[src/rtl/pprd_pkg.sv]
// Shared types, constants and decode functions for the packed pattern row decoder.
package pprd_pkg;

   localparam int unsigned ROW_COUNT_W = 7;
   localparam logic [ROW_COUNT_W-1:0] ROWS_PER_PATTERN = 7'd64;

   localparam logic [7:0] NOTE_EMPTY   = 8'd255;
   localparam logic [7:0] NOTE_KEY_OFF = 8'd254;

   localparam logic [1:0] KIND_NONE    = 2'd0;
   localparam logic [1:0] KIND_NOTE    = 2'd1;
   localparam logic [1:0] KIND_KEY_OFF = 2'd2;

   localparam int unsigned CTL_BIT_NOTE = 5;
   localparam int unsigned CTL_BIT_VOL  = 6;
   localparam int unsigned CTL_BIT_CMD  = 7;

   localparam logic [3:0] FX_NONE      = 4'd0;
   localparam logic [3:0] FX_SPEED     = 4'd1;
   localparam logic [3:0] FX_JUMP      = 4'd2;
   localparam logic [3:0] FX_BREAK     = 4'd3;
   localparam logic [3:0] FX_VOLSLIDE  = 4'd4;
   localparam logic [3:0] FX_DOWN      = 4'd5;
   localparam logic [3:0] FX_UP        = 4'd6;
   localparam logic [3:0] FX_PORTA     = 4'd7;
   localparam logic [3:0] FX_VIBRATO   = 4'd8;
   localparam logic [3:0] FX_VIB_VOL   = 4'd9;
   localparam logic [3:0] FX_ARPEGGIO  = 4'd10;
   localparam logic [3:0] FX_PORTA_VOL = 4'd11;
   localparam logic [3:0] FX_OFFSET    = 4'd12;
   localparam logic [3:0] FX_TEMPO     = 4'd13;

   localparam logic [7:0] CMD_SPEED     = 8'd1;
   localparam logic [7:0] CMD_JUMP      = 8'd2;
   localparam logic [7:0] CMD_BREAK     = 8'd3;
   localparam logic [7:0] CMD_VOLSLIDE  = 8'd4;
   localparam logic [7:0] CMD_DOWN      = 8'd5;
   localparam logic [7:0] CMD_UP        = 8'd6;
   localparam logic [7:0] CMD_PORTA     = 8'd7;
   localparam logic [7:0] CMD_VIBRATO   = 8'd8;
   localparam logic [7:0] CMD_ARPEGGIO  = 8'd10;
   localparam logic [7:0] CMD_VIB_VOL   = 8'd11;
   localparam logic [7:0] CMD_PORTA_VOL = 8'd12;
   localparam logic [7:0] CMD_OFFSET    = 8'd15;
   localparam logic [7:0] CMD_TEMPO     = 8'd20;

   // Parse phase, one-hot.
   typedef enum logic [5:0] {
      PH_CONTROL = 6'b000001,
      PH_NOTE    = 6'b000010,
      PH_INST    = 6'b000100,
      PH_VOL     = 6'b001000,
      PH_CMD     = 6'b010000,
      PH_INFO    = 6'b100000
   } phase_type;

   function automatic logic [3:0] map_command(input logic [7:0] cmd);
      logic [3:0] code;
      begin
         unique case (cmd)
            CMD_SPEED:     code = FX_SPEED;
            CMD_JUMP:      code = FX_JUMP;
            CMD_BREAK:     code = FX_BREAK;
            CMD_VOLSLIDE:  code = FX_VOLSLIDE;
            CMD_DOWN:      code = FX_DOWN;
            CMD_UP:        code = FX_UP;
            CMD_PORTA:     code = FX_PORTA;
            CMD_VIBRATO:   code = FX_VIBRATO;
            CMD_VIB_VOL:   code = FX_VIB_VOL;
            CMD_ARPEGGIO:  code = FX_ARPEGGIO;
            CMD_PORTA_VOL: code = FX_PORTA_VOL;
            CMD_OFFSET:    code = FX_OFFSET;
            CMD_TEMPO:     code = FX_TEMPO;
            default:       code = FX_NONE;
         endcase
         return code;
      end
   endfunction

   // Two BCD digits to binary: hi*10 + lo, at most 165.
   function automatic logic [7:0] bcd_to_bin(input logic [7:0] bcd);
      logic [7:0] hi;
      logic [7:0] lo;
      begin
         hi = {4'd0, bcd[7:4]};
         lo = {4'd0, bcd[3:0]};
         return (hi << 3) + (hi << 1) + lo;
      end
   endfunction

endpackage

[src/rtl/packed_pattern_row_decoder.sv]
// Top level of the packed pattern row decoder: byte parser and result register.
//
//  channel | direction | handshake            | payload
//  --------+-----------+----------------------+------------------------------------------
//  req     | in        | req_valid/req_stall  | data_byte, pattern_start
//  rsp     | out       | rsp_valid/rsp_stall  | channel, row, note, instrument, volume, fx
//
// One byte per cycle: each accepted byte updates the parse phase and the held
// fields in the same cycle, and a completed entry lands in the result register.
// A new byte is taken while the result register is empty or being drained, so
// the input only stalls when a finished entry waits under rsp_stall.
// Reset (synchronous) returns the parser to expecting a control byte at row zero
// and empties the result register.
module packed_pattern_row_decoder (
   input  logic       clock,
   input  logic       reset,
   input  logic       req_valid,
   output logic       req_stall,
   input  logic [7:0] req_data_byte,
   input  logic       req_pattern_start,
   output logic       rsp_valid,
   input  logic       rsp_stall,
   output logic [4:0] rsp_channel,
   output logic [5:0] rsp_row,
   output logic [1:0] rsp_note_kind,
   output logic [3:0] rsp_note_value,
   output logic [4:0] rsp_octave,
   output logic       rsp_has_instrument,
   output logic [7:0] rsp_instrument,
   output logic       rsp_has_volume,
   output logic [7:0] rsp_volume,
   output logic [3:0] rsp_effect_code,
   output logic [7:0] rsp_effect_info
);
   import pprd_pkg::*;

   // Parser state.
   phase_type              phase_ff, phase_in;
   logic [ROW_COUNT_W-1:0] row_count_ff, row_count_in;
   logic [7:0]             held_control_ff, held_control_in;
   logic [7:0]             held_note_ff, held_note_in;
   logic [7:0]             held_inst_ff, held_inst_in;
   logic [7:0]             held_vol_ff, held_vol_in;
   logic [7:0]             held_cmd_ff, held_cmd_in;

   // Result register.
   logic       rsp_valid_ff, rsp_valid_in;
   logic [4:0] rsp_channel_ff, rsp_channel_in;
   logic [5:0] rsp_row_ff, rsp_row_in;
   logic [1:0] rsp_kind_ff, rsp_kind_in;
   logic [3:0] rsp_nv_ff, rsp_nv_in;
   logic [4:0] rsp_oct_ff, rsp_oct_in;
   logic       rsp_has_inst_ff, rsp_has_inst_in;
   logic [7:0] rsp_inst_ff, rsp_inst_in;
   logic       rsp_has_vol_ff, rsp_has_vol_in;
   logic [7:0] rsp_vol_ff, rsp_vol_in;
   logic [3:0] rsp_code_ff, rsp_code_in;
   logic [7:0] rsp_info_ff, rsp_info_in;

   logic                   accept;
   phase_type              phase_cur;
   logic [ROW_COUNT_W-1:0] row_cur;
   logic                   emit;
   logic [7:0]             ctl_eff;
   logic [7:0]             inst_eff;
   logic [7:0]             vol_eff;
   logic [7:0]             info_eff;
   logic [3:0]             fx_code;

   // Take a transaction unless a finished entry is held under stall.
   assign req_stall = rsp_valid_ff && rsp_stall;
   assign accept    = req_valid && !req_stall;

   // Pattern start restarts the row and the phase before the byte is parsed.
   assign phase_cur = req_pattern_start ? PH_CONTROL : phase_ff;
   assign row_cur   = req_pattern_start ? '0 : row_count_ff;

   always_comb begin
      phase_in        = phase_ff;
      row_count_in    = row_count_ff;
      held_control_in = held_control_ff;
      held_note_in    = held_note_ff;
      held_inst_in    = held_inst_ff;
      held_vol_in     = held_vol_ff;
      held_cmd_in     = held_cmd_ff;
      emit            = 1'b0;
      ctl_eff         = held_control_ff;
      inst_eff        = held_inst_ff;
      vol_eff         = held_vol_ff;
      info_eff        = 8'd0;

      if (accept) begin
         row_count_in = row_cur;
         phase_in     = phase_cur;
         if (row_cur >= ROWS_PER_PATTERN) begin
            // Past the last row: drop everything until the next pattern.
            phase_in = PH_CONTROL;
         end else begin
            unique case (phase_cur)
               PH_CONTROL: begin
                  if (req_data_byte == 8'd0) begin
                     row_count_in = row_cur + ROW_COUNT_W'(1);
                  end else begin
                     held_control_in = req_data_byte;
                     ctl_eff         = req_data_byte;
                     if (req_data_byte[CTL_BIT_NOTE]) phase_in = PH_NOTE;
                     else if (req_data_byte[CTL_BIT_VOL]) phase_in = PH_VOL;
                     else if (req_data_byte[CTL_BIT_CMD]) phase_in = PH_CMD;
                     else begin
                        phase_in = PH_CONTROL;
                        emit     = 1'b1;
                     end
                  end
               end
               PH_NOTE: begin
                  held_note_in = req_data_byte;
                  phase_in     = PH_INST;
               end
               PH_INST: begin
                  held_inst_in = req_data_byte;
                  inst_eff     = req_data_byte;
                  if (held_control_ff[CTL_BIT_VOL]) phase_in = PH_VOL;
                  else if (held_control_ff[CTL_BIT_CMD]) phase_in = PH_CMD;
                  else begin
                     phase_in = PH_CONTROL;
                     emit     = 1'b1;
                  end
               end
               PH_VOL: begin
                  held_vol_in = req_data_byte;
                  vol_eff     = req_data_byte;
                  if (held_control_ff[CTL_BIT_CMD]) phase_in = PH_CMD;
                  else begin
                     phase_in = PH_CONTROL;
                     emit     = 1'b1;
                  end
               end
               PH_CMD: begin
                  held_cmd_in = req_data_byte;
                  phase_in    = PH_INFO;
               end
               PH_INFO: begin
                  info_eff = req_data_byte;
                  phase_in = PH_CONTROL;
                  emit     = 1'b1;
               end
               default: begin
                  phase_in = PH_CONTROL;
               end
            endcase
         end
      end
   end

   // Build the entry from the held fields and the byte that completes it.
   assign fx_code = ctl_eff[CTL_BIT_CMD] ? map_command(held_cmd_ff) : FX_NONE;

   always_comb begin
      rsp_kind_in = KIND_NONE;
      rsp_nv_in   = 4'd0;
      rsp_oct_in  = 5'd0;
      if (ctl_eff[CTL_BIT_NOTE]) begin
         if (held_note_ff == NOTE_KEY_OFF) begin
            rsp_kind_in = KIND_KEY_OFF;
         end else if (held_note_ff != NOTE_EMPTY) begin
            rsp_kind_in = KIND_NOTE;
            rsp_nv_in   = held_note_ff[3:0];
            rsp_oct_in  = {1'b0, held_note_ff[7:4]} + 5'd1;
         end
      end
      rsp_channel_in  = ctl_eff[4:0];
      rsp_row_in      = row_cur[5:0];
      rsp_has_inst_in = ctl_eff[CTL_BIT_NOTE];
      rsp_inst_in     = ctl_eff[CTL_BIT_NOTE] ? inst_eff : 8'd0;
      rsp_has_vol_in  = ctl_eff[CTL_BIT_VOL];
      rsp_vol_in      = ctl_eff[CTL_BIT_VOL] ? vol_eff : 8'd0;
      rsp_code_in     = fx_code;
      rsp_info_in     = (fx_code == FX_BREAK) ? bcd_to_bin(info_eff) : info_eff;
   end

   // Load on a new entry, drop once drained.
   always_comb begin
      if (accept) rsp_valid_in = emit;
      else if (!rsp_stall) rsp_valid_in = 1'b0;
      else rsp_valid_in = rsp_valid_ff;
   end

   always_ff @(posedge clock) begin
      if (reset) begin
         phase_ff        <= PH_CONTROL;
         row_count_ff    <= '0;
         held_control_ff <= 8'd0;
         held_note_ff    <= 8'd0;
         held_inst_ff    <= 8'd0;
         held_vol_ff     <= 8'd0;
         held_cmd_ff     <= 8'd0;
         rsp_valid_ff    <= 1'b0;
      end else begin
         phase_ff        <= phase_in;
         row_count_ff    <= row_count_in;
         held_control_ff <= held_control_in;
         held_note_ff    <= held_note_in;
         held_inst_ff    <= held_inst_in;
         held_vol_ff     <= held_vol_in;
         held_cmd_ff     <= held_cmd_in;
         rsp_valid_ff    <= rsp_valid_in;
      end
   end

   always_ff @(posedge clock) begin
      if (accept && emit) begin
         rsp_channel_ff  <= rsp_channel_in;
         rsp_row_ff      <= rsp_row_in;
         rsp_kind_ff     <= rsp_kind_in;
         rsp_nv_ff       <= rsp_nv_in;
         rsp_oct_ff      <= rsp_oct_in;
         rsp_has_inst_ff <= rsp_has_inst_in;
         rsp_inst_ff     <= rsp_inst_in;
         rsp_has_vol_ff  <= rsp_has_vol_in;
         rsp_vol_ff      <= rsp_vol_in;
         rsp_code_ff     <= rsp_code_in;
         rsp_info_ff     <= rsp_info_in;
      end
   end

   assign rsp_valid          = rsp_valid_ff;
   assign rsp_channel        = rsp_channel_ff;
   assign rsp_row            = rsp_row_ff;
   assign rsp_note_kind      = rsp_kind_ff;
   assign rsp_note_value     = rsp_nv_ff;
   assign rsp_octave         = rsp_oct_ff;
   assign rsp_has_instrument = rsp_has_inst_ff;
   assign rsp_instrument     = rsp_inst_ff;
   assign rsp_has_volume     = rsp_has_vol_ff;
   assign rsp_volume         = rsp_vol_ff;
   assign rsp_effect_code    = rsp_code_ff;
   assign rsp_effect_info    = rsp_info_ff;

   // The row counter never runs past the pattern end.
   a_row_bounded: assert property (@(posedge clock) disable iff (reset)
      row_count_ff <= ROWS_PER_PATTERN)
      else $error("row counter past pattern end");

   // A row-ending byte at pattern start lands on row one.
   a_start_row_end: assert property (@(posedge clock) disable iff (reset)
      accept && req_pattern_start && (req_data_byte == 8'd0) |=> row_count_ff == 7'd1)
      else $error("pattern start did not restart the row count");

   // Only completing phases produce an entry.
   a_emit_phase: assert property (@(posedge clock) disable iff (reset)
      accept && emit && !req_pattern_start |->
         (phase_ff == PH_CONTROL) || (phase_ff == PH_INST) ||
         (phase_ff == PH_VOL) || (phase_ff == PH_INFO))
      else $error("entry emitted from a non-final phase");

   // A present note carries an instrument and a nonzero octave.
   a_note_fields: assert property (@(posedge clock) disable iff (reset)
      rsp_valid_ff && (rsp_kind_ff == KIND_NOTE) |-> rsp_has_inst_ff && (rsp_oct_ff != 5'd0))
      else $error("note entry missing instrument or octave");

   // A held entry is not overwritten while stalled.
   a_hold_under_stall: assert property (@(posedge clock) disable iff (reset)
      rsp_valid_ff && rsp_stall |=> rsp_valid_ff && $stable(rsp_info_ff) && $stable(rsp_row_ff))
      else $error("stalled entry changed");

endmodule

[config.mk]
export PLATFORM = sky130hd
export DESIGN_NAME = packed_pattern_row_decoder
export DESIGN_NICKNAME = d
export VERILOG_FILES = /design/src/rtl/pprd_pkg.sv /design/src/rtl/packed_pattern_row_decoder.sv
export SDC_FILE = /design/constraint.sdc
export NUM_CORES = 1
export LEC_CHECK = 0
export BUFFER_PORTS_ARGS = -buffer_cell sky130_fd_sc_hd__buf_2
export CAP_MARGIN = 10
export CELL_PAD_IN_SITES_DETAIL_PLACEMENT = 0
export CELL_PAD_IN_SITES_GLOBAL_PLACEMENT = 1
export CORE_UTILIZATION = 45
export CTS_CLUSTER_SIZE = 20
export DETAILED_ROUTE_END_ITERATION = 10
export GPL_TIMING_DRIVEN = 0
export PLACE_DENSITY = 0.77
export SLEW_MARGIN = 20
export SYNTH_ARGS = -nofsm -noshare
export SYNTH_HDL_FRONTEND = slang
export SYNTH_SLANG_ARGS = --single-unit
[constraint.sdc]
create_clock -name clock -period 5.5 [get_ports clock]
set_input_delay 0.275 -clock clock [delete_from_list [all_inputs] [get_ports clock]]
set_output_delay 0.275 -clock clock [all_outputs]
set_load 0.02 [all_outputs]
==> out/qor.txt, run 1 <==
outcome = finished, final reports clean
r2r setup slk = 2030 ps
instance count of the mapped netlist = 446
leading cell type in the layout, fill and taps excluded = buf_2
final clock period utilization by the worst path = 0.632
DR vias = 3472
global-route wire length before repair = 16.8 mm
worst r2r path cells = 12
Synthesis Warnings = 0
Multi-input gate area = 0.00204 mm²
initial DRC count = 202
critical path startpoint = phase_ff[2]
Rel. slew slack = 0.389
async set-reset flop share out of synthesis = 0
DP Area = 0.00544 mm²
Fillers = 965
crit path kind = register to register
min Tclk post-route = 3470 ps
Detail Route Antenna Nets = 0
CP endpoint kind = register
RSZ-0062 raised after global routing = no
CTS H-tree depth = 3
layout cells sized above 1 = 0.188
Residual DRC = 0
Final Hold Fails = 0
Initial Util = 0.470
number of antenna violations at the first check in global routing = 0
crit-path max FO = 10
Std-Cell Rows = 37
1st-pass router iterations = 4
pin count of the biggest net entering global routing = 27
Net Count, Synth = 474
worst r2r src = phase_ff[2]
FF+latch area = 0.00272 mm²
Port Buffers = 62
commonest non-fill, non-tap cells in the layout = buf_2, nor2_1, dfxtp_1
clk_skew = 8.34 ps
Post-synth EDFFs = 52
post-route cell area = 0.00565 mm²
area of the die = 0.0113 mm²
PostCTS Resize Cnt = 0
Netlist cell types = 57
clk_lat worst skew = 370 ps
IO Pins = 67
worst path arrival time = 3610 ps
post-CTS setup buffers = 0
antenna cells = 0
clock sink total = 110
Fmax = 0.288 GHz
Peak VDD IR = 129 µV
hpwl dp = 7.08 mm
Least-Margin Pin Slew = 912 ps
synthesized area = 0.00490 mm²
Required @ worst endpoint = 5630 ps
Hold Crit Class = input pin to register
die width = 106 µm
worst r2r dst = rsp_effect_info[6]
CTS Buf Count = 9
Worst-path clk slew = 100 ps
mean number of vias per cell = 5.24
max_cap viols = 0
fin nets = 549
Synth Area per Inst = 11.0 µm²
GRT Total Usage = 0.194
P_leak = 2.20 nW
Seq cells post-synth = 110
WL/cell = 15.5 µm
Clock Tree Root = clkbuf_8
sequential area share after synthesis = 0.556
Worst setup SP type = register
gpl congestion = 0.849
max-slew violation count = 0
area of the core = 0.0104 mm²
PnR Total Power = 1.48 mW
final WL = 10.3 mm
P per Cell Area = 261 mW/mm²
CTS Hold Bufs = 0
Critical path destination = rsp_effect_info[6]
Final Setup Violations = 0
Area Growth Syn to Fin = 15.3%
gr ovfl total = 0
Synth Flop Type = dfxtp_1
vias in the first global route = 3366
die height = 106 µm
CTS tree = yes
worst-case clock buffer depth = 2
## logic make-up (layout without fill, tap and decap cells)
group                      Yosys count  in the layout  share of synthesized area
muxes                               39             39                     0.0825
xor gates and xnor gates             9              9                     0.0161
DFF                                110            110                      0.556
and+or+nand+nor                    180            180                      0.196
adders and majority gates           15             15                     0.0414
AOI/OAI and AO/OA                   55             55                     0.0774
buffers and inverters               38            118                     0.0304
## layer usage
metal	part of all wire	routed length (µm)	track usage
met1	0.47	4780	0.263
met2	0.48	4900	0.313
met3	0.039	397	0.0227
met4	0.017	170	0.0863
met5	0	0	0
## sequential cells by signal, indices dropped and copies added (netlist names), 5 cells and up, named ones only
signal           cells
held_cmd_ff          8
held_control_ff      8
held_inst_ff         8
held_note_ff         8
held_vol_ff          8
phase_ff             6
row_count_ff         7
rsp_channel          5
rsp_effect_info      8
rsp_instrument       8
rsp_octave           5
rsp_row              6
rsp_volume           8
## cell type report
class	count	share of cell area
multi-input cells	298	0.361
plain buffers	22	0.0157
flip-flops and latches	110	0.482
inverters	16	0.0106
clock inverters	7	0.0142
clock buffers	9	0.0219
repair buffers	64	0.0647
well taps	136	0.0301
## per-stage QoR
step                      instances  setup TNS, ps   util  hold slack, ps  setup WS (ps)
after floorplan                 446              0      -             419           1190
after global placement          644         -11110  0.516             446           -217
after detailed placement        646              0  0.523             450           2070
after CTS                       662              0  0.542             272           2040
after global routing            662              0  0.542             315           1740
final                           662              0  0.542             285           2030
## how the worst min path moves through the flow
stage	start	end	cells after the start
floorplan	req_data_byte[0]	held_note_ff[0]	2
global placement	held_cmd_ff[7]	held_cmd_ff[7]	2
detailed placement	held_cmd_ff[7]	held_cmd_ff[7]	2
CTS	reset	held_cmd_ff[0]	3
global route	req_data_byte[0]	held_note_ff[0]	3
finish	reset	held_cmd_ff[0]	3
## report_power, final
group | switching, mW | internal [mW]
sequential | 0.00697 | 0.867
clock | 0.280 | 0.217
combinational | 0.0744 | 0.0312
## critical path, cell delays in order, from the launching register on
cell      delay (ps)
dfxtp_1          400
nor4b_1          460
and4_1           260
clkbuf_1         280
and2_1           250
fa_1             450
inv_1             90
fa_1             210
nor2b_1           50
o21ai_0          250
a22oi_1          110
o21a_1           150
a211o_1          260
## cell usage after synthesis (all sizes together) (3+ instances only)
cell type | count | area (µm²)
nor2b | 20 | 125
nor3b | 5 | 37.5
edfxtp | 52 | 1560
nor2 | 65 | 246
a22oi | 4 | 35.0
nor4b | 3 | 41.3
nand3 | 11 | 55.1
ha | 13 | 163
nand2b | 4 | 25.0
mux2i | 34 | 344
xor2 | 3 | 26.3
nor3 | 8 | 51.3
and3 | 3 | 18.8
and4 | 3 | 26.3
nor4 | 3 | 18.8
buf | 5 | 25.0
xnor2 | 6 | 52.6
o21ai | 5 | 25.0
nand4 | 5 | 46.3
a31oi | 6 | 37.5
inv | 16 | 60.1
and2 | 21 | 131
dfxtp | 58 | 1160
a22o | 5 | 43.8
clkbuf | 17 | 63.8
a21oi | 15 | 75.1
nand2 | 23 | 86.3
mux2 | 5 | 60.1
No activity file was read; power rests on OpenSTA's default activity.
==> run 2, diff against run 1 <==
--- a/config.mk
+++ b/config.mk
@@ -5,15 +5,16 @@
 export SDC_FILE = /design/constraint.sdc
 export NUM_CORES = 1
 export LEC_CHECK = 0
+export ABC_AREA = 1
 export BUFFER_PORTS_ARGS = -buffer_cell sky130_fd_sc_hd__buf_2
 export CAP_MARGIN = 10
 export CELL_PAD_IN_SITES_DETAIL_PLACEMENT = 0
 export CELL_PAD_IN_SITES_GLOBAL_PLACEMENT = 1
-export CORE_UTILIZATION = 45
+export CORE_UTILIZATION = 44
 export CTS_CLUSTER_SIZE = 20
 export DETAILED_ROUTE_END_ITERATION = 10
 export GPL_TIMING_DRIVEN = 0
-export PLACE_DENSITY = 0.77
+export PLACE_DENSITY = 0.78
 export SLEW_MARGIN = 20
 export SYNTH_ARGS = -nofsm -noshare
 export SYNTH_HDL_FRONTEND = slang
==> constraint.sdc (replaced) <==
create_clock -name clock -period 3.36 [get_ports clock]
set_input_delay 0.168 -clock clock [delete_from_list [all_inputs] [get_ports clock]]
set_output_delay 0.168 -clock clock [all_outputs]
set_load 0.02 [all_outputs]
==> run 2 against run 1 <==
Against the previous run: sequential power up 64%; fmax rose by 11%; worst setup slack got worse by 1800 ps; largest cell class unchanged; largest power group unchanged.
==> out/qor.txt, run 2 <==
min Tclk post-route = 3120 ps
CTS tree = yes
CTS H-tree depth = 3
pin count of the biggest net entering global routing = 32
IO Pins = 67
largest cells by area after synthesis = edfxtp_1, dfxtp_1, nand2_1
outcome = finished, final reports clean
CTS Buf Count = 9
P per Cell Area = 460 mW/mm²
crit-path cells = nor2_4, nand2_2, nor2_8, nand2_1, nor3_2, fa_1, ha_1, a21oi_1, o21ai_0, a21oi_1, nand3_1, nand2_1, inv_1
combinational power share = 0.068
1st-pass router iterations = 5
DR vias = 3806
Residual DRC = 0
setup TNS = 0 ps
Clock Tree Root = clkbuf_16
share of power burned in registers = 0.528
Multi-input gate area = 0.00196 mm²
P_leak = 2.43 nW
Worst-path clk slew = 70 ps
synthesized area = 0.00504 mm²
peak per-stage delay on the critical path = 490 ps
area of the core = 0.0110 mm²
hold_ws = 130 ps
WL/cell = 14.0 µm
fin nets = 658
Synth Area per Inst = 9.11 µm²
Post-synth EDFFs = 52
worst-case clock buffer depth = 2
mean number of vias per cell = 4.91
Port Buffers = 64
number of antenna violations at the first check in global routing = 0
Hold Crit Class = input pin to register
gpl congestion = 0.864
global-route wire length before repair = 17.9 mm
Detail Route Antenna Nets = 0
clk_lat worst skew = 350 ps
Fmax = 0.321 GHz
die height = 109 µm
leading cell type in the layout, fill and taps excluded = nand2_1
met3 Use GR = 0.0263
Peak VDD IR = 229 µV
met2 GRT Util = 0.320
Final Hold Fails = 0
commonest non-fill, non-tap cells in the layout = nand2_1, nor2_1, buf_2
Clk network pwr share = 0.405
hpwl dp = 7.91 mm
Fillers = 1051
instance count of the mapped netlist = 554
final clock period utilization by the worst path = 0.928
GRT busiest layer = met2
CP max-delay cell = fa_1
internal power = 2.06 mW
sequential area share after synthesis = 0.540
crit-path max FO = 9
Worst setup SP type = register
sw power = 644 µW
Required @ worst endpoint = 3460 ps
layout cells sized above 1 = 0.227
Netlist cell types = 39
most frequent cell after synthesis = nand2_1
FF+latch area = 0.00272 mm²
Synth Flop Type = dfxtp_1
Rel. slew slack = 0.595
Sw Ratio = 0.238
area of the die = 0.0119 mm²
clk_skew = 10.1 ps
Net Count, Synth = 582
met1 Use GR = 0.268
GRT Total Usage = 0.198
Seq cells post-synth = 110
vias in the first global route = 3630
async set-reset flop share out of synthesis = 0
Area Growth Syn to Fin = 16.5%
post-synth top area share = 0.310
RSZ-0062 raised after global routing = no
max-slew violation count = 0
Hold Path Origin = req_data_byte[7]
die width = 109 µm
CP endpoint kind = register
initial DRC count = 206
Least-Margin Pin Slew = 607 ps
max_cap viols = 0
worst r2r src = phase_ff[0]
worst path arrival time = 3220 ps
Initial Util = 0.459
Synthesis Warnings = 0
Yosys top cell by area = edfxtp_1
final WL = 10.8 mm
gr ovfl total = 0
Commonest cells post-synth = nand2_1, nor2_1, inv_1, dfxtp_1, edfxtp_1
antenna cells = 0
critical path startpoint = phase_ff[0]
crit path kind = register to register
Std-Cell Rows = 38
clock sink total = 110
Final Setup Violations = 0
-- run 2: changes by cell type in the layout (fill, tap and decap cells not counted), moves of 12 or more --
cell,before,now
a21oi_1,14,27
nand2_1,23,102
and2_1,21,0
inv_1,16,64
mux2i_1,33,0
nor2b_1,20,0
o21ai_1,1,20
nand3_1,11,27
inv_2,0,12
-- run 2: final timing paths --
path | depth (start not counted) | to | slack [ps]
max | 13 | rsp_effect_info[7] | 240
min | 3 | held_cmd_ff[7] | 130
max reg2reg | 13 | rsp_effect_info[7] | 240
min reg2reg | 2 | held_cmd_ff[5] | 470
-- run 2: per-layer routing --
metal	wire length, µm	up-vias	share of wire
li1	-	1964	-
met4	197	0	0.018
met2	5030	84	0.46
met1	5160	1744	0.48
met3	459	14	0.042
met5	0	-	0
-- run 2: stage by stage --
stage | cells | util | total power, mW | cell area (µm²) | worst slack [ps]
after floorplan | 554 | - | 1.58 | 5040 | 481
after global placement | 758 | 0.504 | 1.64 | 5540 | 247
after detailed placement | 759 | 0.506 | 1.64 | 5560 | 186
after CTS | 775 | 0.534 | 2.73 | 5860 | 153
after global routing | 775 | 0.535 | 2.79 | 5880 | 32.8
final | 775 | 0.535 | 2.70 | 5880 | 241
-- run 2: repair_timing --
item,in CTS,in global routing
hold buffers,0,0
resized for setup,0,3
buffers inserted,0,0
setup endpoints to repair,0,2
-- run 2: kinds of logic (layout without fill, tap and decap cells) --
logic type      Yosys count  after routing  synth area share
compound gates           71             71            0.0801
xor+xnor                  6              6            0.0104
fa+ha+maj                15             15            0.0402
buf+inv                  92            173            0.0744
simple gates            260            260             0.255
flops                   110            110             0.540
-- run 2: critical path, delay by kind of cell (launching register included) --
kind                     cells  cell delay [ps]
AND/OR/NAND/NOR              7             1180
buffers and inverters        1               50
AO/OA/AOI/OAI                3              500
adder cells (fa/ha/maj)      2              800
flip-flops                   1              340
-- run 2: power by group through the flow --
stage | Combinational (mW) | Clock [mW] | Sequential (mW)
2_1_floorplan | 0.109 | 0 | 1.47
3_3_place_gp | 0.178 | 0 | 1.46
3_5_place_dp | 0.183 | 0 | 1.46
4_1_cts | 0.184 | 1.12 | 1.43
5_1_grt | 0.202 | 1.16 | 1.43
6_report | 0.183 | 1.09 | 1.43
-- run 2: area by class of cell --
type                    instances  area share
clock inverters                 6      0.0128
flip-flops and latches        110       0.463
inverters                      78      0.0502
plain buffers                  14      0.0136
repair buffers                 65      0.0579
well taps                     140      0.0298
clock buffers                  10      0.0389
multi-input cells             352       0.334
==> run 3, diff against run 2 <==
--- a/config.mk
+++ b/config.mk
@@ -10,11 +10,11 @@
 export CAP_MARGIN = 10
 export CELL_PAD_IN_SITES_DETAIL_PLACEMENT = 0
 export CELL_PAD_IN_SITES_GLOBAL_PLACEMENT = 1
-export CORE_UTILIZATION = 44
+export CORE_UTILIZATION = 47
 export CTS_CLUSTER_SIZE = 20
 export DETAILED_ROUTE_END_ITERATION = 10
 export GPL_TIMING_DRIVEN = 0
-export PLACE_DENSITY = 0.78
+export PLACE_DENSITY = 0.82
 export SLEW_MARGIN = 20
 export SYNTH_ARGS = -nofsm -noshare
 export SYNTH_HDL_FRONTEND = slang
==> constraint.sdc (replaced) <==
create_clock -name clock -period 4.02 [get_ports clock]
set_input_delay 0.201 -clock clock [delete_from_list [all_inputs] [get_ports clock]]
set_output_delay 0.201 -clock clock [all_outputs]
set_load 0.02 [all_outputs]
==> run 3 against run 2 <==
Against the previous run: hold slack about the same; largest cell class unchanged; critical path type unchanged; largest power group unchanged; global-route usage fell by 0.061 points; fmax decreased by 1.7%; non-clock buffer count unchanged; critical path depth is the same; die area shrank 6.3%.
==> out/qor.txt, run 3 (synthesis results as in run 2) <==
outcome = finished, final reports clean
crit path kind = register to register
PnR Total Power = 2.01 mW
WL/cell = 13.5 µm
antenna cells = 0
initial DRC count = 163
worst path arrival time = 3310 ps
die width = 106 µm
Post-Layout Cell Count = 771
P per Cell Area = 349 mW/mm²
crit-path max FO = 9
die height = 106 µm
max-slew violation count = 0
CTS Hold Bufs = 0
CTS tree = yes
Detail Route Antenna Nets = 0
Fmax = 0.315 GHz
area of the core = 0.0104 mm²
post-route cell area = 0.00577 mm²
Final Setup Violations = 0
final clock period utilization by the worst path = 0.789
Worst setup SP type = register
Initial Util = 0.486
mean number of vias per cell = 4.92
PostCTS Resize Cnt = 0
CP endpoint kind = register
min Tclk post-route = 3170 ps
CTS Buf Count = 9
IO Pins = 67
DR vias = 3792
Top Family by Delay on Critical Path = simple AND/OR/NAND/NOR gates
Levels on crit path = 13
P_leak = 2.38 nW
leading cell type in the layout, fill and taps excluded = nand2_1
Worst-path clk slew = 100 ps
pin count of the biggest net entering global routing = 28
hold_ws = 130 ps
Least-Margin Pin Slew = 611 ps
clk_skew = 7.29 ps
Post-Place Worst Slack = 872 ps
number of antenna violations at the first check in global routing = 0
Port Buffers = 64
clock sink total = 110
CP max-delay cell = fa_1
final WL = 10.4 mm
Std-Cell Rows = 37
clk_lat worst skew = 370 ps
GRT Total Usage = 0.198
peak per-stage delay on the critical path = 500 ps
1st-pass router iterations = 4
global-route wire length before repair = 17.1 mm
Hold Crit Class = input pin to register
vias in the first global route = 3500
hold path cells = 3
Required @ worst endpoint = 4160 ps
Peak VDD IR = 160 µV
worst r2r path cells = 13
max_cap viols = 0
RSZ-0062 raised after global routing = no
Area Growth Syn to Fin = 14.3%
Rel. slew slack = 0.592
worst-case clock buffer depth = 2
Final Hold Fails = 0
post-CTS setup buffers = 0
commonest non-fill, non-tap cells in the layout = nand2_1, nor2_1, buf_2
setup TNS = 0 ps
Placed Cells = 755
area of the die = 0.0112 mm²
gr ovfl total = 0
CTS H-tree depth = 3
hpwl dp = 7.67 mm
Buf/Inv on CP = 1
DP Area = 0.00556 mm²
post-route setup slack = 847 ps
Clock Tree Root = clkbuf_8
fin nets = 658
gpl congestion = 0.847
layout cells sized above 1 = 0.222
Residual DRC = 0
crit-path cells = nor2_4, nand2_2, nor2_8, nand2_1, nor3_1, fa_1, ha_1, a21oi_1, o21ai_0, a21oi_1, nand3_1, nand2_1, inv_1
fin util = 0.556
-- run 3: cell types whose count changed in the layout (fill, tap and decap cells not counted), moves of 2 or more --
cell       before  now
inv_8           2    0
clkbuf_16       9    1
nor3_2          6    3
clkbuf_8        0   11
nor3_1         13   16
-- run 3: worst reg2reg max path: stages, from the launching register on --
cell     delay (ps)
dfxtp_1         360
nor2_4          130
nand2_2         120
nor2_8          160
nand2_1         240
nor3_1          470
fa_1            500
ha_1            320
a21oi_1         140
o21ai_0         150
a21oi_1         160
nand3_1          80
nand2_1          70
inv_1            40
-- run 3: cell type report --
class                           instances  area, µm²
Tap cell                              136        170
Inverter                               78        295
Timing Repair Buffer                   65        348
Fill cell                             956       4600
Multi-Input combinational cell        352       1950
Buffer                                 14       80.1
Clock buffer                           13        180
Sequential cell                       110       2720
Clock inverter                          3       22.5
-- run 3: final timing paths --
path | start | end | slack, ps
worst max-delay path | phase_ff[0] | rsp_effect_info[7] | 850
worst min-delay path | req_data_byte[6] | held_cmd_ff[6] | 130
worst max register to register | phase_ff[0] | rsp_effect_info[7] | 850
worst min register to register | held_cmd_ff[6] | held_cmd_ff[6] | 470
-- run 3: power by group --
group | leakage, nW | switching (mW) | internal (mW)
clock | 0.102 | 0.366 | 0.301
sequential | 0.977 | 0.00808 | 1.18
combinational | 1.31 | 0.112 | 0.0402
-- run 3: layer usage --
| metal | track usage | up-vias | wire (µm) | part of all wire |
|---|---|---|---|---|
| met3 | 0.0291 | 12 | 491 | 0.047 |
| met1 | 0.267 | 1746 | 4950 | 0.47 |
| li1 | - | 1956 | - | - |
| met2 | 0.322 | 78 | 4860 | 0.47 |
| met4 | 0.0754 | 0 | 137 | 0.013 |
| met5 | 0 | - | 0 | 0 |
